==> src/hw/rtl/jsqs_pkg.sv <==
// Job slot quantum scheduler: shared widths, command codes, sequencer
// states and the operation/status types between controller and datapath.
// No dependencies.
package jsqs_pkg;

   localparam int SLOTS   = 4;
   localparam int SLOT_IW = (SLOTS > 1) ? $clog2(SLOTS) : 1;
   localparam int CNT_W   = $clog2(SLOTS + 1);
   localparam int CMD_W   = 3;
   localparam int PID_W   = 8;
   localparam int MASK_W  = 4;
   localparam int JOBS_W  = 3;
   localparam int TICK_W  = 32;
   localparam int EXT_W   = (SLOTS > MASK_W) ? SLOTS : MASK_W;

   localparam logic [TICK_W-1:0] QUANTUM_RESET = 32'd25;

   localparam logic [CMD_W-1:0] CMD_LAUNCH   = 3'd0;
   localparam logic [CMD_W-1:0] CMD_KILL     = 3'd1;
   localparam logic [CMD_W-1:0] CMD_DETACH   = 3'd2;
   localparam logic [CMD_W-1:0] CMD_KILL_ALL = 3'd3;
   localparam logic [CMD_W-1:0] CMD_TICK     = 3'd4;
   localparam logic [CMD_W-1:0] CMD_QUERY    = 3'd5;
   localparam logic [CMD_W-1:0] CMD_SERVICE  = 3'd6;

   typedef enum logic [1:0] {
      ST_IDLE,
      ST_EXEC,
      ST_SCAN,
      ST_FIN
   } state_type;

   typedef enum logic [2:0] {
      OP_NONE,
      OP_LOAD,
      OP_EXEC,
      OP_STEP,
      OP_FINISH
   } op_type;

   typedef struct packed {
      logic out_free;
      logic step_push;
      logic step_run;
      logic last_idx;
      logic fin_push;
   } stat_type;

endpackage

==> src/hw/rtl/jsqs_ifs.sv <==
// Handshake channels of the job slot quantum scheduler: command, result
// and quantum register write. Depends on jsqs_pkg.
interface jsqs_req_if;
   import jsqs_pkg::*;
   logic              valid;
   logic              ready;
   logic [CMD_W-1:0]  cmd;
   logic [PID_W-1:0]  prog_id;
   logic [MASK_W-1:0] ended_mask;
   modport source (output valid, cmd, prog_id, ended_mask, input ready);
   modport sink   (input valid, cmd, prog_id, ended_mask, output ready);
endinterface

interface jsqs_rsp_if;
   import jsqs_pkg::*;
   logic              valid;
   logic              ready;
   logic              status;
   logic              preempt;
   logic              run_valid;
   logic [PID_W-1:0]  run_id;
   logic              release_valid;
   logic [PID_W-1:0]  release_id;
   logic [JOBS_W-1:0] active_jobs;
   logic              last;
   modport source (output valid, status, preempt, run_valid, run_id, release_valid,
                   release_id, active_jobs, last, input ready);
   modport sink   (input valid, status, preempt, run_valid, run_id, release_valid,
                   release_id, active_jobs, last, output ready);
endinterface

interface jsqs_csr_if;
   import jsqs_pkg::*;
   logic              valid;
   logic              ready;
   logic [TICK_W-1:0] quantum;
   modport source (output valid, quantum, input ready);
   modport sink   (input valid, quantum, output ready);
endinterface

==> src/hw/rtl/jsqs_ctrl.sv <==
// Sequencer of the job slot quantum scheduler: accepts a command, then
// issues execute, slot step and finish operations. Depends on jsqs_pkg.
module jsqs_ctrl (
   input  logic                       clock,
   input  logic                       reset,
   input  logic                       req_valid,
   input  logic [jsqs_pkg::CMD_W-1:0] req_cmd,
   output logic                       req_ready,
   input  jsqs_pkg::stat_type         stat,
   output jsqs_pkg::op_type           op
);
   import jsqs_pkg::*;

   state_type state_ff, state_in;
   logic      scan_cmd;

   assign scan_cmd = (req_cmd == CMD_TICK) || (req_cmd == CMD_KILL_ALL) ||
                     (req_cmd == CMD_SERVICE);

   always_ff @(posedge clock) begin
      if (reset) begin
         state_ff <= ST_IDLE;
      end else begin
         state_ff <= state_in;
      end
   end

   always_comb begin
      state_in  = state_ff;
      op        = OP_NONE;
      req_ready = 1'b0;
      unique case (state_ff)
         ST_IDLE: begin
            req_ready = 1'b1;
            if (req_valid) begin
               op       = OP_LOAD;
               state_in = scan_cmd ? ST_SCAN : ST_EXEC;
            end
         end
         ST_EXEC: begin
            if (stat.out_free) begin
               op       = OP_EXEC;
               state_in = ST_IDLE;
            end
         end
         ST_SCAN: begin
            if (!stat.step_push || stat.out_free) begin
               op = OP_STEP;
               if (stat.step_run) begin
                  state_in = ST_IDLE;
               end else if (stat.last_idx) begin
                  state_in = ST_FIN;
               end
            end
         end
         ST_FIN: begin
            if (!stat.fin_push || stat.out_free) begin
               op       = OP_FINISH;
               state_in = ST_IDLE;
            end
         end
         default: begin
            state_in = ST_IDLE;
         end
      endcase
   end

endmodule

==> src/hw/rtl/jsqs_datapath.sv <==
// Datapath of the job slot quantum scheduler: slot table, job count, flags,
// tick counter, quantum register and result register. Depends on jsqs_pkg.
module jsqs_datapath (
   input  logic                        clock,
   input  logic                        reset,
   input  logic [jsqs_pkg::CMD_W-1:0]  req_cmd,
   input  logic [jsqs_pkg::PID_W-1:0]  req_prog_id,
   input  logic [jsqs_pkg::MASK_W-1:0] req_ended_mask,
   input  logic                        csr_valid,
   input  logic [jsqs_pkg::TICK_W-1:0] csr_quantum,
   input  jsqs_pkg::op_type            op,
   output jsqs_pkg::stat_type          stat,
   input  logic                        rsp_ready,
   output logic                        rsp_valid,
   output logic                        rsp_status,
   output logic                        rsp_preempt,
   output logic                        rsp_run_valid,
   output logic [jsqs_pkg::PID_W-1:0]  rsp_run_id,
   output logic                        rsp_release_valid,
   output logic [jsqs_pkg::PID_W-1:0]  rsp_release_id,
   output logic [jsqs_pkg::JOBS_W-1:0] rsp_active_jobs,
   output logic                        rsp_last
);
   import jsqs_pkg::*;

   logic [PID_W-1:0]   slot_program_ff [SLOTS];
   logic [TICK_W-1:0]  slot_start_ff   [SLOTS];
   logic [SLOTS-1:0]   slot_active_ff, slot_active_in;
   logic [CNT_W-1:0]   total_ff, total_in;
   logic               armed_ff, armed_in;
   logic               expired_ff, expired_in;
   logic [TICK_W-1:0]  tick_ff, tick_in;
   logic [TICK_W-1:0]  quantum_ff;
   logic [CMD_W-1:0]   cmd_ff;
   logic [PID_W-1:0]   pid_ff;
   logic [MASK_W-1:0]  mask_ff;
   logic [SLOT_IW-1:0] idx_ff, idx_in;
   logic               hit_ff, hit_in;
   logic               emitted_ff, emitted_in;

   logic               rsp_valid_ff;
   logic               rsp_status_ff, rsp_preempt_ff, rsp_run_valid_ff;
   logic               rsp_release_valid_ff, rsp_last_ff;
   logic [PID_W-1:0]   rsp_run_id_ff, rsp_release_id_ff;
   logic [JOBS_W-1:0]  rsp_jobs_ff;

   logic               push;
   logic               out_status, out_preempt, out_run_valid, out_release_valid;
   logic               out_last;
   logic [PID_W-1:0]   out_run_id, out_release_id;

   logic               prog_wr, start_wr;
   logic [SLOT_IW-1:0] prog_wr_idx, start_wr_idx;

   logic [SLOTS-1:0]   match_vec;
   logic [SLOTS-1:0]   gone_vec;
   logic [SLOTS-1:0]   after_vec;
   logic [EXT_W-1:0]   mask_ext;
   logic [SLOT_IW-1:0] free_idx;
   logic               free_any, match_any, pid_zero;
   logic [CNT_W-1:0]   total_dec;
   logic [TICK_W-1:0]  elapsed;
   logic               cur_active, cur_gone, out_free;

   assign mask_ext  = EXT_W'(mask_ff);
   assign gone_vec  = mask_ext[SLOTS-1:0];
   assign after_vec = (slot_active_ff >> idx_ff) >> 1;
   assign free_any  = ~&slot_active_ff;
   assign match_any = |match_vec;
   assign pid_zero  = (pid_ff == '0);
   assign total_dec = (total_ff != '0) ? total_ff - CNT_W'(1) : total_ff;
   assign elapsed   = tick_ff - slot_start_ff[idx_ff];
   assign cur_active = slot_active_ff[idx_ff];
   assign cur_gone   = gone_vec[idx_ff];
   assign out_free   = !rsp_valid_ff || rsp_ready;

   always_comb begin
      for (int i = 0; i < SLOTS; i++) begin
         match_vec[i] = slot_active_ff[i] && (slot_program_ff[i] == pid_ff);
      end
      free_idx = '0;
      for (int i = SLOTS - 1; i >= 0; i--) begin
         if (!slot_active_ff[i]) begin
            free_idx = SLOT_IW'(i);
         end
      end
   end

   always_comb begin
      stat.out_free  = out_free;
      stat.step_push = cur_active &&
                       ((cmd_ff == CMD_KILL_ALL) || ((cmd_ff == CMD_SERVICE) && !cur_gone));
      stat.step_run  = (cmd_ff == CMD_SERVICE) && cur_active && !cur_gone;
      stat.last_idx  = (idx_ff == SLOT_IW'(SLOTS - 1));
      stat.fin_push  = !((cmd_ff == CMD_KILL_ALL) && emitted_ff);
   end

   always_comb begin
      slot_active_in    = slot_active_ff;
      total_in          = total_ff;
      armed_in          = armed_ff;
      expired_in        = expired_ff;
      tick_in           = tick_ff;
      idx_in            = idx_ff;
      hit_in            = hit_ff;
      emitted_in        = emitted_ff;
      prog_wr           = 1'b0;
      prog_wr_idx       = free_idx;
      start_wr          = 1'b0;
      start_wr_idx      = idx_ff;
      push              = 1'b0;
      out_status        = 1'b0;
      out_preempt       = 1'b0;
      out_run_valid     = 1'b0;
      out_run_id        = '0;
      out_release_valid = 1'b0;
      out_release_id    = '0;
      out_last          = 1'b1;
      unique case (op)
         OP_LOAD: begin
            idx_in     = '0;
            hit_in     = 1'b0;
            emitted_in = 1'b0;
            if (req_cmd == CMD_TICK) begin
               tick_in = tick_ff + TICK_W'(1);
            end
            if (req_cmd == CMD_KILL_ALL) begin
               total_in   = '0;
               armed_in   = 1'b0;
               expired_in = 1'b0;
            end
         end
         OP_EXEC: begin
            push = 1'b1;
            case (cmd_ff)
               CMD_LAUNCH: begin
                  if (pid_zero) begin
                     out_status = 1'b1;
                  end else if (!match_any) begin
                     if (free_any) begin
                        prog_wr                  = 1'b1;
                        start_wr                 = 1'b1;
                        start_wr_idx             = free_idx;
                        slot_active_in[free_idx] = 1'b1;
                        total_in                 = total_ff + CNT_W'(1);
                        armed_in                 = 1'b1;
                     end else begin
                        out_status = 1'b1;
                     end
                  end
               end
               CMD_KILL, CMD_DETACH: begin
                  if (pid_zero || !match_any) begin
                     out_status = 1'b1;
                  end else begin
                     slot_active_in = slot_active_ff & ~match_vec;
                     total_in       = total_dec;
                     if (total_dec == '0) begin
                        armed_in   = 1'b0;
                        expired_in = 1'b0;
                     end
                     if (cmd_ff == CMD_KILL) begin
                        out_release_valid = 1'b1;
                        out_release_id    = pid_ff;
                     end
                  end
               end
               CMD_QUERY: begin
                  if (armed_ff && (total_ff != '0) && expired_ff) begin
                     expired_in  = 1'b0;
                     out_preempt = 1'b1;
                  end
               end
               default: begin
                  out_status = 1'b1;
               end
            endcase
         end
         OP_STEP: begin
            idx_in = idx_ff + SLOT_IW'(1);
            case (cmd_ff)
               CMD_TICK: begin
                  if (cur_active && (elapsed >= quantum_ff)) begin
                     hit_in = 1'b1;
                  end
               end
               CMD_KILL_ALL: begin
                  if (cur_active) begin
                     push                   = 1'b1;
                     emitted_in             = 1'b1;
                     slot_active_in[idx_ff] = 1'b0;
                     out_release_valid      = 1'b1;
                     out_release_id         = slot_program_ff[idx_ff];
                     out_last               = ~|after_vec;
                  end
               end
               CMD_SERVICE: begin
                  if (cur_active) begin
                     if (cur_gone) begin
                        slot_active_in[idx_ff] = 1'b0;
                        total_in               = total_dec;
                     end else begin
                        push          = 1'b1;
                        start_wr      = 1'b1;
                        expired_in    = 1'b0;
                        out_run_valid = 1'b1;
                        out_run_id    = slot_program_ff[idx_ff];
                     end
                  end
               end
               default: begin
               end
            endcase
         end
         OP_FINISH: begin
            case (cmd_ff)
               CMD_TICK: begin
                  push = 1'b1;
                  if (armed_ff && (total_ff != '0) && hit_ff) begin
                     expired_in = 1'b1;
                  end
               end
               CMD_KILL_ALL: begin
                  push = !emitted_ff;
               end
               CMD_SERVICE: begin
                  push = 1'b1;
                  if (total_ff == '0) begin
                     armed_in = 1'b0;
                  end
               end
               default: begin
               end
            endcase
         end
         default: begin
         end
      endcase
   end

   always_ff @(posedge clock) begin
      if (reset) begin
         slot_active_ff <= '0;
         total_ff       <= '0;
         armed_ff       <= 1'b0;
         expired_ff     <= 1'b0;
         tick_ff        <= '0;
         quantum_ff     <= QUANTUM_RESET;
         rsp_valid_ff   <= 1'b0;
      end else begin
         slot_active_ff <= slot_active_in;
         total_ff       <= total_in;
         armed_ff       <= armed_in;
         expired_ff     <= expired_in;
         tick_ff        <= tick_in;
         if (csr_valid) begin
            quantum_ff <= csr_quantum;
         end
         if (push) begin
            rsp_valid_ff <= 1'b1;
         end else if (rsp_ready) begin
            rsp_valid_ff <= 1'b0;
         end
      end
   end

   always_ff @(posedge clock) begin
      idx_ff     <= idx_in;
      hit_ff     <= hit_in;
      emitted_ff <= emitted_in;
      if (op == OP_LOAD) begin
         cmd_ff  <= req_cmd;
         pid_ff  <= req_prog_id;
         mask_ff <= req_ended_mask;
      end
      if (prog_wr) begin
         slot_program_ff[prog_wr_idx] <= pid_ff;
      end
      if (start_wr) begin
         slot_start_ff[start_wr_idx] <= tick_ff;
      end
      if (push) begin
         rsp_status_ff        <= out_status;
         rsp_preempt_ff       <= out_preempt;
         rsp_run_valid_ff     <= out_run_valid;
         rsp_run_id_ff        <= out_run_id;
         rsp_release_valid_ff <= out_release_valid;
         rsp_release_id_ff    <= out_release_id;
         rsp_jobs_ff          <= JOBS_W'(total_in);
         rsp_last_ff          <= out_last;
      end
   end

   assign rsp_valid         = rsp_valid_ff;
   assign rsp_status        = rsp_status_ff;
   assign rsp_preempt       = rsp_preempt_ff;
   assign rsp_run_valid     = rsp_run_valid_ff;
   assign rsp_run_id        = rsp_run_id_ff;
   assign rsp_release_valid = rsp_release_valid_ff;
   assign rsp_release_id    = rsp_release_id_ff;
   assign rsp_active_jobs   = rsp_jobs_ff;
   assign rsp_last          = rsp_last_ff;

   a_no_overrun: assert property (@(posedge clock) disable iff (reset)
      push |-> out_free)
      else $error("result beat pushed into a full output register");

   a_total_bound: assert property (@(posedge clock) disable iff (reset)
      total_ff <= CNT_W'(SLOTS))
      else $error("job count above slot count");

   a_total_tracks: assert property (@(posedge clock) disable iff (reset)
      (op == OP_LOAD) |-> ($countones(slot_active_ff) == int'(total_ff)))
      else $error("job count differs from active slots at command start");

   a_kill_all_clears: assert property (@(posedge clock) disable iff (reset)
      ((op == OP_LOAD) && (req_cmd == CMD_KILL_ALL)) |=> (total_ff == '0) && !armed_ff)
      else $error("kill all left jobs or armed flag");

endmodule

==> src/hw/rtl/job_slot_quantum_scheduler_top.sv <==
// Top level of the job slot quantum scheduler: channel ports, sequencer and
// datapath. Depends on jsqs_pkg, jsqs_ifs, jsqs_ctrl and jsqs_datapath.
//
// One command is in flight at a time; the next is accepted once the current
// command has placed its last result beat in the output register, which may
// still be waiting on rsp_chan. Launch, kill, detach, query and the unused
// code pass from load to a single execute step that registers the result
// beat once the output register is free. Tick, kill all and service walk the
// slot table one slot per cycle, holding while a beat waits for a full output
// register, through a single elapsed-time comparator and slot read port: tick
// walks all slots before its beat, kill all gives one beat per active slot
// (one if none is active) and service stops at the first live slot. Quantum
// writes on csr_chan are always taken and stored in the quantum register.
module job_slot_quantum_scheduler_top (
   input  logic       clock,
   input  logic       reset,
   jsqs_req_if.sink   req_chan,
   jsqs_rsp_if.source rsp_chan,
   jsqs_csr_if.sink   csr_chan
);
   import jsqs_pkg::*;

   op_type   op;
   stat_type stat;

   assign csr_chan.ready = 1'b1;

   jsqs_ctrl u_ctrl (
      .clock     (clock),
      .reset     (reset),
      .req_valid (req_chan.valid),
      .req_cmd   (req_chan.cmd),
      .req_ready (req_chan.ready),
      .stat      (stat),
      .op        (op)
   );

   jsqs_datapath u_datapath (
      .clock             (clock),
      .reset             (reset),
      .req_cmd           (req_chan.cmd),
      .req_prog_id       (req_chan.prog_id),
      .req_ended_mask    (req_chan.ended_mask),
      .csr_valid         (csr_chan.valid),
      .csr_quantum       (csr_chan.quantum),
      .op                (op),
      .stat              (stat),
      .rsp_ready         (rsp_chan.ready),
      .rsp_valid         (rsp_chan.valid),
      .rsp_status        (rsp_chan.status),
      .rsp_preempt       (rsp_chan.preempt),
      .rsp_run_valid     (rsp_chan.run_valid),
      .rsp_run_id        (rsp_chan.run_id),
      .rsp_release_valid (rsp_chan.release_valid),
      .rsp_release_id    (rsp_chan.release_id),
      .rsp_active_jobs   (rsp_chan.active_jobs),
      .rsp_last          (rsp_chan.last)
   );

endmodule

==> src/flat_wrapper.sv <==
// flat-port wrapper written by rule: the top's interface ports become plain ports
module job_slot_quantum_scheduler_top_flat import jsqs_pkg::*;
  (clock, reset, req_chan_valid, req_chan_cmd, req_chan_prog_id, req_chan_ended_mask, req_chan_ready, rsp_chan_valid, rsp_chan_status, rsp_chan_preempt, rsp_chan_run_valid, rsp_chan_run_id, rsp_chan_release_valid, rsp_chan_release_id, rsp_chan_active_jobs, rsp_chan_last, rsp_chan_ready, csr_chan_valid, csr_chan_quantum, csr_chan_ready);
  jsqs_req_if req_chan_i ();
  jsqs_rsp_if rsp_chan_i ();
  jsqs_csr_if csr_chan_i ();
  input  logic clock;
  input  logic reset;
  input wire logic [$bits(req_chan_i.valid)-1:0] req_chan_valid;
  input wire logic [$bits(req_chan_i.cmd)-1:0] req_chan_cmd;
  input wire logic [$bits(req_chan_i.prog_id)-1:0] req_chan_prog_id;
  input wire logic [$bits(req_chan_i.ended_mask)-1:0] req_chan_ended_mask;
  output wire logic [$bits(req_chan_i.ready)-1:0] req_chan_ready;
  output wire logic [$bits(rsp_chan_i.valid)-1:0] rsp_chan_valid;
  output wire logic [$bits(rsp_chan_i.status)-1:0] rsp_chan_status;
  output wire logic [$bits(rsp_chan_i.preempt)-1:0] rsp_chan_preempt;
  output wire logic [$bits(rsp_chan_i.run_valid)-1:0] rsp_chan_run_valid;
  output wire logic [$bits(rsp_chan_i.run_id)-1:0] rsp_chan_run_id;
  output wire logic [$bits(rsp_chan_i.release_valid)-1:0] rsp_chan_release_valid;
  output wire logic [$bits(rsp_chan_i.release_id)-1:0] rsp_chan_release_id;
  output wire logic [$bits(rsp_chan_i.active_jobs)-1:0] rsp_chan_active_jobs;
  output wire logic [$bits(rsp_chan_i.last)-1:0] rsp_chan_last;
  input wire logic [$bits(rsp_chan_i.ready)-1:0] rsp_chan_ready;
  input wire logic [$bits(csr_chan_i.valid)-1:0] csr_chan_valid;
  input wire logic [$bits(csr_chan_i.quantum)-1:0] csr_chan_quantum;
  output wire logic [$bits(csr_chan_i.ready)-1:0] csr_chan_ready;
  assign req_chan_i.valid = req_chan_valid;
  assign req_chan_i.cmd = req_chan_cmd;
  assign req_chan_i.prog_id = req_chan_prog_id;
  assign req_chan_i.ended_mask = req_chan_ended_mask;
  assign req_chan_ready = req_chan_i.ready;
  assign rsp_chan_valid = rsp_chan_i.valid;
  assign rsp_chan_status = rsp_chan_i.status;
  assign rsp_chan_preempt = rsp_chan_i.preempt;
  assign rsp_chan_run_valid = rsp_chan_i.run_valid;
  assign rsp_chan_run_id = rsp_chan_i.run_id;
  assign rsp_chan_release_valid = rsp_chan_i.release_valid;
  assign rsp_chan_release_id = rsp_chan_i.release_id;
  assign rsp_chan_active_jobs = rsp_chan_i.active_jobs;
  assign rsp_chan_last = rsp_chan_i.last;
  assign rsp_chan_i.ready = rsp_chan_ready;
  assign csr_chan_i.valid = csr_chan_valid;
  assign csr_chan_i.quantum = csr_chan_quantum;
  assign csr_chan_ready = csr_chan_i.ready;
  job_slot_quantum_scheduler_top u_core (.clock(clock), .reset(reset), .req_chan(req_chan_i), .rsp_chan(rsp_chan_i), .csr_chan(csr_chan_i));
endmodule
==> config.mk <==
export PLATFORM = sky130hd
export DESIGN_NAME = job_slot_quantum_scheduler_top_flat
export DESIGN_NICKNAME = d
export VERILOG_FILES = /design/src/hw/rtl/jsqs_pkg.sv /design/src/hw/rtl/jsqs_ifs.sv /design/src/hw/rtl/jsqs_ctrl.sv /design/src/hw/rtl/jsqs_datapath.sv /design/src/hw/rtl/job_slot_quantum_scheduler_top.sv /design/src/flat_wrapper.sv
export SDC_FILE = /design/constraint.sdc
export NUM_CORES = 1
export LEC_CHECK = 0
export BUFFER_PORTS_ARGS = -buffer_cell sky130_fd_sc_hd__buf_2
export CORE_ASPECT_RATIO = 0.8
export CORE_MARGIN = 8
export CORE_UTILIZATION = 61
export CTS_CLUSTER_DIAMETER = 150
export DETAILED_ROUTE_END_ITERATION = 8
export PLACE_DENSITY = 0.8
export SLEW_MARGIN = 30
export SYNTH_ARGS = -nofsm -noshare
export SYNTH_HDL_FRONTEND = slang
export SYNTH_SLANG_ARGS = --single-unit
==> constraint.sdc <==
create_clock -name clock -period 6.3 [get_ports clock]
set_clock_uncertainty 0.15 [all_clocks]
set_input_delay 0 -clock clock [delete_from_list [all_inputs] [get_ports clock]]
set_output_delay 0 -clock clock [all_outputs]
set_load 0.02 [all_outputs]
[Yosys cells after proc, flatten, opt, wreduce, memory -nomap -nowiden]
Memory sizes are Yosys's and may differ from the RTL's. A register that Yosys moved wholly into a read port is not among the register bits.
Index checks and enable logic that the tools add are counted.
Storage, ports and cells
  flip-flop bits (word level): 119
  RAM bits: 160
  bits of input ports: 52
  output and inout bits: 27
  logic and storage cells: 261
  memories kept: 2
Operators by class
  add/subtract/negate cells: 5
  order comparisons: 5
  eq/ne operators: 49
  shift operators: 1
  muxes and demuxes: 115
  bitwise gates (word level): 8
  reduce and logical (&&, ||, !) cells: 54
Memory list
  u_core.u_datapath.slot_start_ff: words 4, bits a word 32, read ports 1, clocked after memory_dff 1, wr ports 1, RTL line jsqs_datapath.sv:27  | logic [TICK_W-1:0] slot_start_ff [SLOTS];
  u_core.u_datapath.slot_program_ff: words 4, bits a word 8, read ports 5, clocked after memory_dff 1, wr ports 1, RTL line jsqs_datapath.sv:26  | logic [PID_W-1:0] slot_program_ff [SLOTS];
Operator list (number)
  1-bit two-way mux: 48
  2-bit two-way mux: 20
  8-bit two-way mux: 5
  32-bit by 1-bit adder with 32-bit output (second input constant): 1
  8-bit == test: 4
  32-bit greater-or-equal comparator: 1
  32-bit subtractor: 1
  3-bit two-way mux: 10
  3-bit != test (second input constant): 10
  4-bit two-way mux: 7
  2-bit != test (second input constant): 13
  4-bit case mux with 2 select lines: 3
  10-bit AND reduction: 2
  3-bit == test (second input constant): 6
  1-bit case mux with 2 select lines: 8
  8-bit case mux with 2 select lines: 1
  3-bit by 2-bit == test with 1-bit output (second input constant): 5
  1-bit logical AND: 15
  3-bit case mux with 4 select lines: 1
  11-bit AND reduction: 1
  3-bit zero test: 3
  1-bit case mux with 3 select lines: 3
  3-bit case mux with 3 select lines: 1
  3-bit AND reduction: 3
  other kinds (35): 65

[Longest topological paths before layout]
Gate-level depths: netlist of the first run.
  depth in word-level cells: 14
  gate-level depth with buffers: 25
  mapped depth without buffers: 22

[Hierarchy]
From an unflattened synthesis of the first run, not the netlist that was laid out.
Unflattened totals
  cells, all modules: 1201
  area, all modules: 14397.6 µm²
By module, submodules not included
  jsqs_datapath: times used 1, cells an instance 1172, area an instance 14168.6 µm², seq. area each 7617.3 µm²
  jsqs_ctrl: times used 1, cells an instance 27, area an instance 217.7 µm², seq. area each 40.0 µm²
  job_slot_quantum_scheduler_top: times used 1, cells an instance 2, area an instance 11.3 µm², seq. area each 0.0 µm²

[Worst setup path before layout of the first run]
Ideal clock, no wire load.
  path kind: reg-to-reg
  from: reg with a tool-made name
  to: reg u_core.u_datapath.hit_ff, enable pin
  library setup time: 263 ps
  arrival: 4824 ps
  data required time: 5887 ps
  slack: 1063 ps
  stages on the path, launching flop included: 26
  path buffers: 3
  clock period less this slack: 5237 ps
  cells stage by stage: dfxtp_1 > clkbuf_1 > buf_2 > buf_1 > mux4_2 > ha_1 > inv_1 > fa_1 > a21oi_1 > nor2b_1 > a21o_1 > a21o_1 > a21oi_1 > o21ai_1 > a21oi_1 > o21bai_1 > xor2_1 > ha_1 > a21o_1 > a21o_1 > a21oi_1 > nor2b_1 > o211ai_1 > nand3_1 > nor2_1 > a221oi_1
RTL lines
  end signal: assignment: RTL line jsqs_datapath.sv:269  | hit_ff <= hit_in;
  end: declaration: RTL line jsqs_datapath.sv:38  | logic hit_ff, hit_in;

==> results.yml, run 1 <==
status:
  outcome: "finished clean"
global_routing:
  first_global_vias: 9836
  antenna_found_initial: 0
  grt.total_usage_pct: 24.4
  grt_max_degree: 68
  grt_overflow: 0
  grt_pass1_wl_mm: 53.3
finish:
  mostFrequentLayoutCell: "edfxtp_1"
  finalInstanceArea_um2: 16700
  layoutNonFillerInstCount: 1652
  final_cell_mix: "edfxtp_1, dlygate4sd3_1, nor2_1, buf_2, dfxtp_1"
  fin_nets: 1448
  syn_to_final_growth_pct: 19.4
  fillers: 1418
  drive_gt1_share_pct: 15.8
sta:
  whs_ns: 0.0289
  fmax_mhz: 185
  period_share_pct: 85.6
  drv_slew: 0
  relSlewSlack_pct: 44.6
  setup_viol: 0
  fin_tns_setup_ns: 0
  final-hold-violation-count: 0
  period_needed_ns: 5.39
  rsz0062_at_grt: "no"
  worst_slew_pin_slew_ns: 0.829
floorplan:
  fp.dieW_um: 185
  coreArea_um2: 22500
  die_h_um: 151
  rows: 49
  io_pins: 79
  die_area_um2: 28000
  start_util_pct: 62.1
worst_setup_path:
  path_max_fanout: 10
  end_kind: "flip-flop"
  cp_slowest_cell: "dfxtp_2"
  rr_endpoint: "u_core.u_datapath.hit_ff"
  critical_path_class: "flip-flop to flip-flop"
  crit_family: "compound AO/OA/AOI/OAI gates"
  r2r_slack_ns: 0.91
  worst-path-buf-inv: 2
  startpoint_type: "flip-flop"
  critPathArrivalTime_ns: 5.47
  slowest_delay_ns: 0.58
  rr_worst_depth: 20
  crit_required_ns: 6.38
  path_cells: "buf_4 -> mux4_2 -> inv_1 -> ha_1 -> o211ai_1 -> a21oi_1 -> o211ai_1 -> a21o_1 -> a31oi_1 -> a221oi_2 -> o21ai_0 -> a21oi_1 -> xnor2_1 -> ha_1 -> nand4_1 -> nor2_1 -> o2111ai_1 -> nor2_1 -> o31ai_1 -> a221oi_1"
clocking:
  cts_hold_buf: 114
  cts-buffers-inserted: 28
  cts_resized: 0
  clkLatencyLatePin_ns: 0.54
  postCtsSetupBuffers: 0
  cts.sinks: 281
  root_buffer: "clkbuf_16"
  cts_tree: "done"
  htree_levels: 1
  clkTransAtPathRegs_ns: 0.06
  clk_path_buf_depth: 3
flow_run:
  maxCapViolCount: 0
drt:
  routedWlPerCell_um: 20.4
  wl_mm: 33.7
  drt_iter0_markers: 1160
  postRouteAntennaNets: 0
  drcViolationCount: 0
  drtPass1Iterations: 5
  num_vias: 9830
  viasPerCell: 5.95
power_and_ir_drop:
  p_leak_nw: 6.49
  vdd_drop_max_mv: 0.210
  power_density_nw_per_um2: 284
placement:
  dp_hpwl_mm: 21.6
  place_inst: 1485
  io_buffers: 77
  dpl_cell_area_um2: 14600
  routabilityCongestion: 0.915
hold_path:
  hold_depth: 2
  hp-class: "input pin to flip-flop"
  hold_end: "u_core.u_datapath.pid_ff[4]"
  min_from: "req_chan_prog_id[4]"
logic_synthesis:
  synthFlopType: "edfxtp_1"
  synth_top_cell_area_share_pct: 43.7
  synth_edf_count: 203
  netlist_area_um2: 14000
  synth-seq-cells: 281
  yosysWarningCount: 0
  ys_seq_area_share_pct: 54.8
  netlist_instances: 1136
  synth_cell_type_count: 82
  syn_nets: 1261
  netlist.top_cell.by_area: "edfxtp_1"
  synth_area_leaders: "edfxtp_1, dfxtp_1, mux4_2"
  async_reset_ff_share_pct: 0
  avgSynthCellArea_um2: 12.3
[layer usage]
metal	routed length, um	share of wire (%)	global-route usage (%)	vias up
met5	0	0	0	-
met2	15500	46	39.0	449
met3	2840	8.4	4.82	86
li1	-	-	-	4526
met4	1020	3.0	8.31	0
met1	14300	42	33.0	4769
[synth_stat cells, types with 4 or more instances]
library cell  number
and2_1            15
inv_1             75
o211ai_1           7
or2_2              4
a21oi_1           48
nor3_1            12
a21o_1            24
nand2b_1           8
and3_1            18
xnor2_1           28
nand3b_1           4
nor2b_1           11
ha_1              72
nand2_1           59
o21bai_1           4
o21ai_0           34
nor2_1           103
buf_2              9
edfxtp_1         203
a22o_1             8
xor2_1            65
nand3_1           32
o21a_1             8
clkbuf_1          26
buf_4              4
buf_1              5
a31oi_1            6
mux4_2            42
nand4_1            7
dfxtp_1           78
and4_1             5
mux2i_1           32
a211oi_1           5
nor4_1            12
[kinds of logic (layout without fill, tap and decap cells)]
group	count (synthesis)	in the layout	synth area share, %
adder cells (fa/ha/maj)	73	73	6.59
buffers and inverters	124	333	3.75
AND/OR/NAND/NOR	311	311	11.3
flip-flops	281	281	54.8
multiplexers	75	75	9.15
other	1	2	0.0269
XOR/XNOR	93	93	5.83
AO/OA/AOI/OAI	178	178	8.53
[layout make-up]
class                   instances  area [um2]  share of cell area [%]
well taps                     306         383                    2.30
multi-input cells             731        5790                    34.7
clock buffers                  40         828                    4.97
flip-flops and latches        281        7660                    45.9
inverters                      76         285                    1.71
diodes                          1        2.50                  0.0150
clock inverters                12        87.6                   0.525
repair buffers                205        1630                    9.80
[sequential cells by signal, indices dropped and copies added (netlist names), 4 cells and up, named ones only]
signal                             count
u_core.u_datapath.slot_program_ff     32
u_core.u_datapath.rsp_run_id           8
u_core.u_datapath.slot_active_ff       4
u_core.u_datapath.quantum_ff          32
u_core.u_datapath.slot_start_ff      128
u_core.u_datapath.gone_vec             4
u_core.u_datapath.pid_ff               8
u_core.u_datapath.tick_ff             32
u_core.u_datapath.rsp_release_id       8
[worst max path at each step]
stage,startpoint,to,slack [ns],depth (start not counted)
after floorplan,flip-flop,u_core.u_datapath.hit_ff,1.06,25
after global placement,flip-flop,u_core.u_datapath.hit_ff,1.13,20
after detailed placement,flip-flop,u_core.u_datapath.hit_ff,0.99,20
after CTS,flip-flop,u_core.u_datapath.hit_ff,0.96,20
after global routing,flip-flop,u_core.u_datapath.hit_ff,0.49,23
final,flip-flop,u_core.u_datapath.hit_ff,0.91,20
[per-stage QoR]
stage / total power, W / setup WS, ns / utilization (%)
2_1_floorplan: 0.00281 / 1.06 / -
3_3_place_gp: 0.00303 / 1.13 / 64.9
3_5_place_dp: 0.00305 / 0.993 / 64.9
4_1_cts: 0.00473 / 0.959 / 74.1
5_1_grt: 0.00493 / 0.491 / 74.1
6_report: 0.00474 / 0.908 / 74.1
[power by group]
group | leakage, nW | internal (W) | switching, W | total, W
clock network | 0.462 | 0.000955 | 0.000686 | 0.00164
logic | 3.56 | 0.000456 | 0.000508 | 0.000964
registers | 2.47 | 0.00204 | 0.0000941 | 0.00214
No activity file was read; power rests on OpenSTA's default activity.
==> run 2, diff against run 1 <==
--- a/config.mk
+++ b/config.mk
@@ -11,6 +11,7 @@
 export CORE_UTILIZATION = 61
 export CTS_CLUSTER_DIAMETER = 150
 export DETAILED_ROUTE_END_ITERATION = 8
+export GPL_TIMING_DRIVEN = 0
 export PLACE_DENSITY = 0.8
 export SLEW_MARGIN = 30
 export SYNTH_ARGS = -nofsm -noshare
==> results.yml, run 2 (same netlist as run 1, synthesis figures left out) <==
finish:
  fin_nets: 1444
  fillers: 1419
  n_antenna_cell: 0
  mostFrequentLayoutCell: "edfxtp_1"
  drive_gt1_share_pct: 17.4
  final_cell_mix: "edfxtp_1, nor2_1, buf_2, dfxtp_1, inv_1"
  regMostFlops: "u_core.u_datapath.slot_start_ff"
  syn_to_final_growth_pct: 19.0
  largest_register_ff_count: 128
drt:
  drt_iter0_markers: 1139
  drcViolationCount: 0
  wl_mm: 33.0
  drtPass1Iterations: 6
  wl_met3_mm: 2.97
  viasPerCell: 5.93
  num_vias: 9767
  topRoutingLayerUsed: "met4"
  routedWlPerCell_um: 20.1
  met2_length_mm: 14.8
  postRouteAntennaNets: 0
  wl_met1_mm: 14.4
power_and_ir_drop:
  p_switching_w: 0.00130
  p_clk_share_pct: 36.6
  power_frac_comb_pct: 20.7
  p_int_w: 0.00356
  p_leak_nw: 6.43
  vdd_drop_max_mv: 0.212
  sequentialPowerShare_pct: 42.7
  p_sw_share_pct: 26.8
  power_density_nw_per_um2: 293
global_routing:
  grt_max_degree: 25
  antenna_found_initial: 0
  grt.total_usage_pct: 24.1
  grt_pass1_wl_mm: 52.6
  grt_overflow: 0
  first_global_vias: 9874
clocking:
  clkLatencyLatePin_ns: 0.56
  postCtsSetupBuffers: 0
  root_buffer: "clkbuf_16"
  cts.sinks: 281
  htree_levels: 1
  cts_tree: "done"
  clkTransAtPathRegs_ns: 0.07
  clk_path_buf_depth: 3
  cts-buffers-inserted: 28
hold_path:
  hold_depth: 2
  hp-class: "input pin to flip-flop"
floorplan:
  io_pins: 79
  rows: 49
  die_h_um: 151
  start_util_pct: 62.1
  coreArea_um2: 22500
  die_area_um2: 28000
  fp.dieW_um: 185
sta:
  final-hold-violation-count: 0
  worst_slew_pin_slew_ns: 0.900
  period_needed_ns: 6.00
  setup_ws_ns: 0.299
  drv_slew: 0
  whs_ns: 0.0172
  period_share_pct: 95.3
  setup_viol: 0
  fmax_mhz: 167
  relSlewSlack_pct: 39.8
worst_setup_path:
  critPathArrivalTime_ns: 6.08
  startpoint_type: "flip-flop"
  path_max_fanout: 10
  end_kind: "flip-flop"
  crit_required_ns: 6.38
  rr_worst_depth: 19
  critical_path_class: "flip-flop to flip-flop"
status:
  outcome: "finished clean"
placement:
  pre_cts_ws_ns: -0.616
  dp_hpwl_mm: 22.9
  io_buffers: 76
  routabilityCongestion: 0.922
flow_run:
  maxCapViolCount: 0
-- run 2: cell types whose count changed in the layout (fill, tap and decap cells not counted), sizes merged, moves of 2 or more --
cell / change
clkbuf: +19
dlygate4sd3: -44
buf: +15
clkinvlp: +2
inv: -3
bufinv: +5
-- run 2: area by class of cell --
cell class | count | area, um2 | share of cell area, %
repair buffers | 154 | 1200 | 7.24
well taps | 306 | 383 | 2.30
inverters | 76 | 285 | 1.72
plain buffers | 47 | 254 | 1.53
clock inverters | 17 | 254 | 1.53
clock buffers | 34 | 733 | 4.41
multi-input cells | 731 | 5850 | 35.2
flip-flops and latches | 281 | 7660 | 46.1
-- run 2: critical path, cell delays in order (launching register included) --
cell and delay (ns):
dfxtp_1 0.45, clkbuf_1 0.58, mux4_2 0.42, inv_1 0.10, ha_1 0.28, a2111o_1 0.47
o211ai_1 0.29, a21o_1 0.26, a31oi_2 0.19, a221oi_4 0.44, o2111ai_1 0.17, a21oi_1 0.20
xnor2_1 0.10, ha_1 0.30, nand4_1 0.13, nor2_2 0.29, o2111ai_1 0.18, nor2_1 0.16
o31ai_1 0.17, a221oi_1 0.33
-- run 2: final timing paths --
kind	startpoint	to	slack [ns]
setup reg to reg	flip-flop	u_core.u_datapath.hit_ff	0.30
hold reg to reg	u_core.u_datapath.armed_ff	u_core.u_datapath.armed_ff	0.30
setup / recovery	flip-flop	u_core.u_datapath.hit_ff	0.30
hold / removal	req_chan_prog_id[7]	u_core.u_datapath.pid_ff[7]	0.02
-- run 2: power groups by stage --
stage	registers, W	clock network (W)	logic (W)
global placement	0.00211	0	0.000912
global route	0.00209	0.00186	0.00111
floorplan	0.00213	0	0.000680
detailed placement	0.00211	0	0.000946
CTS	0.00208	0.00179	0.000998
finish	0.00208	0.00178	0.00101
-- run 2: repair_timing --
item | 4_1_cts | 5_1_grt
setup endpoints to repair | 1 | 1
hold buffers | 70 | 0
gates cloned | 0 | 0
resized for setup | 16 | 7
endpoints found under the hold margin | 82 | 0
pin swaps | 0 | 1
-- run 2: per-layer routing --
metal / vias up / GRT usage, %
li1: 4525 / -
met1: 4717 / 33.1
met2: 440 / 37.5
met3: 85 / 5.87
met4: 0 / 7.43
met5: - / 0
-- run 2: through the flow --
stage	utilization, %	cells	setup TNS (ns)	cell area, um2	total power (W)
final	73.8	1646	0	16600	0.00487
after detailed placement	66.1	1526	-0.616	14900	0.00306
after CTS	73.7	1647	0	16600	0.00487
after global routing	73.8	1646	-0.00178	16600	0.00505
after floorplan	-	1136	0	14000	0.00281
after global placement	65.5	1518	-0.625	14700	0.00303
==> run 3, diff against run 2 <==
--- a/config.mk
+++ b/config.mk
@@ -12,7 +12,7 @@
 export CTS_CLUSTER_DIAMETER = 150
 export DETAILED_ROUTE_END_ITERATION = 8
 export GPL_TIMING_DRIVEN = 0
-export PLACE_DENSITY = 0.8
+export PLACE_DENSITY = 0.77
 export SLEW_MARGIN = 30
 export SYNTH_ARGS = -nofsm -noshare
 export SYNTH_HDL_FRONTEND = slang
==> constraint.sdc (replaced) <==
create_clock -name clock -period 6 [get_ports clock]
set_clock_uncertainty 0.15 [all_clocks]
set_input_delay 0 -clock clock [delete_from_list [all_inputs] [get_ports clock]]
set_output_delay 0 -clock clock [all_outputs]
set_load 0.02 [all_outputs]
==> results.yml, run 3 (same netlist as run 1, synthesis figures left out) <==
finish:
  layoutNonFillerInstCount: 1642
  regArea_um2: 7660
  multi_input_area_um2: 5860
  syn_to_final_growth_pct: 18.7
  final_cell_mix: "edfxtp_1, nor2_1, buf_2, dfxtp_1, inv_1"
  fillers: 1466
  drive_gt1_share_pct: 17.8
  mostFrequentLayoutCell: "edfxtp_1"
  largest_register_ff_count: 128
  fin_nets: 1437
  finalInstanceArea_um2: 16600
  regMostFlops: "u_core.u_datapath.slot_start_ff"
flow_run:
  maxCapViolCount: 0
floorplan:
  coreArea_um2: 22500
  die_area_um2: 28000
  io_pins: 79
  fp.dieW_um: 185
  rows: 49
  start_util_pct: 62.1
  die_h_um: 151
clocking:
  cts-buffers-inserted: 28
  root_buffer: "clkbuf_16"
  clkLatencyLatePin_ns: 0.55
  clk_path_buf_depth: 3
  clkTransAtPathRegs_ns: 0.07
  cts.sinks: 281
  cts_tree: "done"
  htree_levels: 1
drt:
  num_vias: 9606
  drt_iter0_markers: 939
  routedWlPerCell_um: 19.4
  drcViolationCount: 0
  wl_mm: 31.9
  drtPass1Iterations: 5
  viasPerCell: 5.85
  postRouteAntennaNets: 0
sta:
  fmax_mhz: 178
  worst_slew_pin_slew_ns: 0.935
  drv_slew: 0
  period_needed_ns: 5.62
  relSlewSlack_pct: 37.5
  setup_viol: 0
  period_share_pct: 93.7
  final-hold-violation-count: 0
placement:
  dp_hpwl_mm: 21.7
  io_buffers: 76
  routabilityCongestion: 0.926
  dpl_cell_area_um2: 14900
  place_inst: 1523
worst_setup_path:
  slowest_delay_ns: 0.44
  path_cells: "clkbuf_4 -> clkbuf_4 -> mux4_2 -> ha_1 -> inv_1 -> fa_1 -> a21oi_1 -> nor2b_1 -> a21o_1 -> a21o_1 -> a21oi_4 -> o21ai_0 -> a221oi_1 -> xnor2_1 -> ha_1 -> nand4_1 -> nor2_1 -> o2111ai_1 -> nor2_1 -> o31ai_1 -> a221oi_1"
  path_max_fanout: 10
  startpoint_type: "flip-flop"
  crit_required_ns: 6.08
  critical_path_class: "flip-flop to flip-flop"
  critPathArrivalTime_ns: 5.70
  end_kind: "flip-flop"
  cp_slowest_cell: "fa_1"
status:
  outcome: "finished clean"
global_routing:
  grt_busiest_layer: "met2"
  antenna_found_initial: 1
  grt_pass1_wl_mm: 50.4
  first_global_vias: 9472
  grt_max_degree: 25
  grt_overflow: 0
  grt.total_usage_pct: 22.9
  grtUsageMet1_pct: 32.1
  grt_use_met2_pct: 36.2
  grt_use_met3_pct: 4.17
hold_path:
  hp-class: "input pin to flip-flop"
power_and_ir_drop:
  vdd_drop_max_mv: 0.258
  power_density_nw_per_um2: 305
  p_leak_nw: 6.42
## run 3: routing by layer
layer | part of all wire, % | vias up
li1 | - | 4497
met1 | 44 | 4667
met2 | 46 | 380
met3 | 8.2 | 60
met4 | 2.4 | 2
met5 | 0.041 | -
## run 3: repair_timing
action,4_1_cts,5_1_grt
setup endpoints to repair,1,1
hold buffers,64,0
setup buffers,2,0
endpoints found under the hold margin,83,0
pin swaps,1,0
gates resized for setup,15,13
## run 3: final timing paths
check | cells after the start | endpoint | startpoint | slack [ns]
worst min register to register | 2 | u_core.u_datapath.armed_ff | u_core.u_datapath.armed_ff | 0.30
worst max register to register | 21 | u_core.u_datapath.hit_ff | flip-flop | 0.38
worst max-delay path | 21 | u_core.u_datapath.hit_ff | flip-flop | 0.38
worst min-delay path | 2 | u_core.u_datapath.gone_vec[0] | req_chan_ended_mask[0] | 0.02
## run 3: final cells by class
| class | instances | area share, % |
|---|---|---|
| Multi-Input combinational cell | 731 | 35.3 |
| Inverter | 76 | 1.72 |
| Tap cell | 306 | 2.31 |
| Buffer | 47 | 1.60 |
| Clock inverter | 14 | 1.04 |
| Antenna cell | 2 | 0.0302 |
| Timing Repair Buffer | 147 | 6.98 |
| Clock buffer | 38 | 4.76 |
| Sequential cell | 281 | 46.2 |
## run 3: power breakdown
group | internal (W) | switching (W) | total [W]
combinational | 0.000471 | 0.000572 | 0.00104
sequential | 0.00214 | 0.0000423 | 0.00219
clock | 0.00109 | 0.000735 | 0.00183
## run 3: critical path: cells and delay by family (launching register included)
| kind | cells | cell delay, ns |
|---|---|---|
| xor gates and xnor gates | 1 | 0.11 |
| DFF | 1 | 0.43 |
| and+or+nand+nor | 4 | 0.64 |
| buffers and inverters | 3 | 0.64 |
| muxes | 1 | 0.24 |
| AOI/OAI and AO/OA | 9 | 2.15 |
| adders and majority gates | 3 | 0.93 |
## run 3: stage by stage
step | hold slack [ns] | util [%] | TNS (ns) | worst slack [ns] | total power, W
after floorplan | -0.0511 | - | 0 | 0.763 | 0.00295
after global placement | 0.0268 | 65.5 | -0.977 | -0.977 | 0.00317
after detailed placement | 0.0281 | 66.2 | -0.924 | -0.924 | 0.00320
after CTS | 0.000390 | 73.5 | 0 | 0.00321 | 0.00507
after global routing | 0.000767 | 73.6 | -0.000548 | -0.000548 | 0.00526
final | 0.0154 | 73.7 | 0 | 0.379 | 0.00506
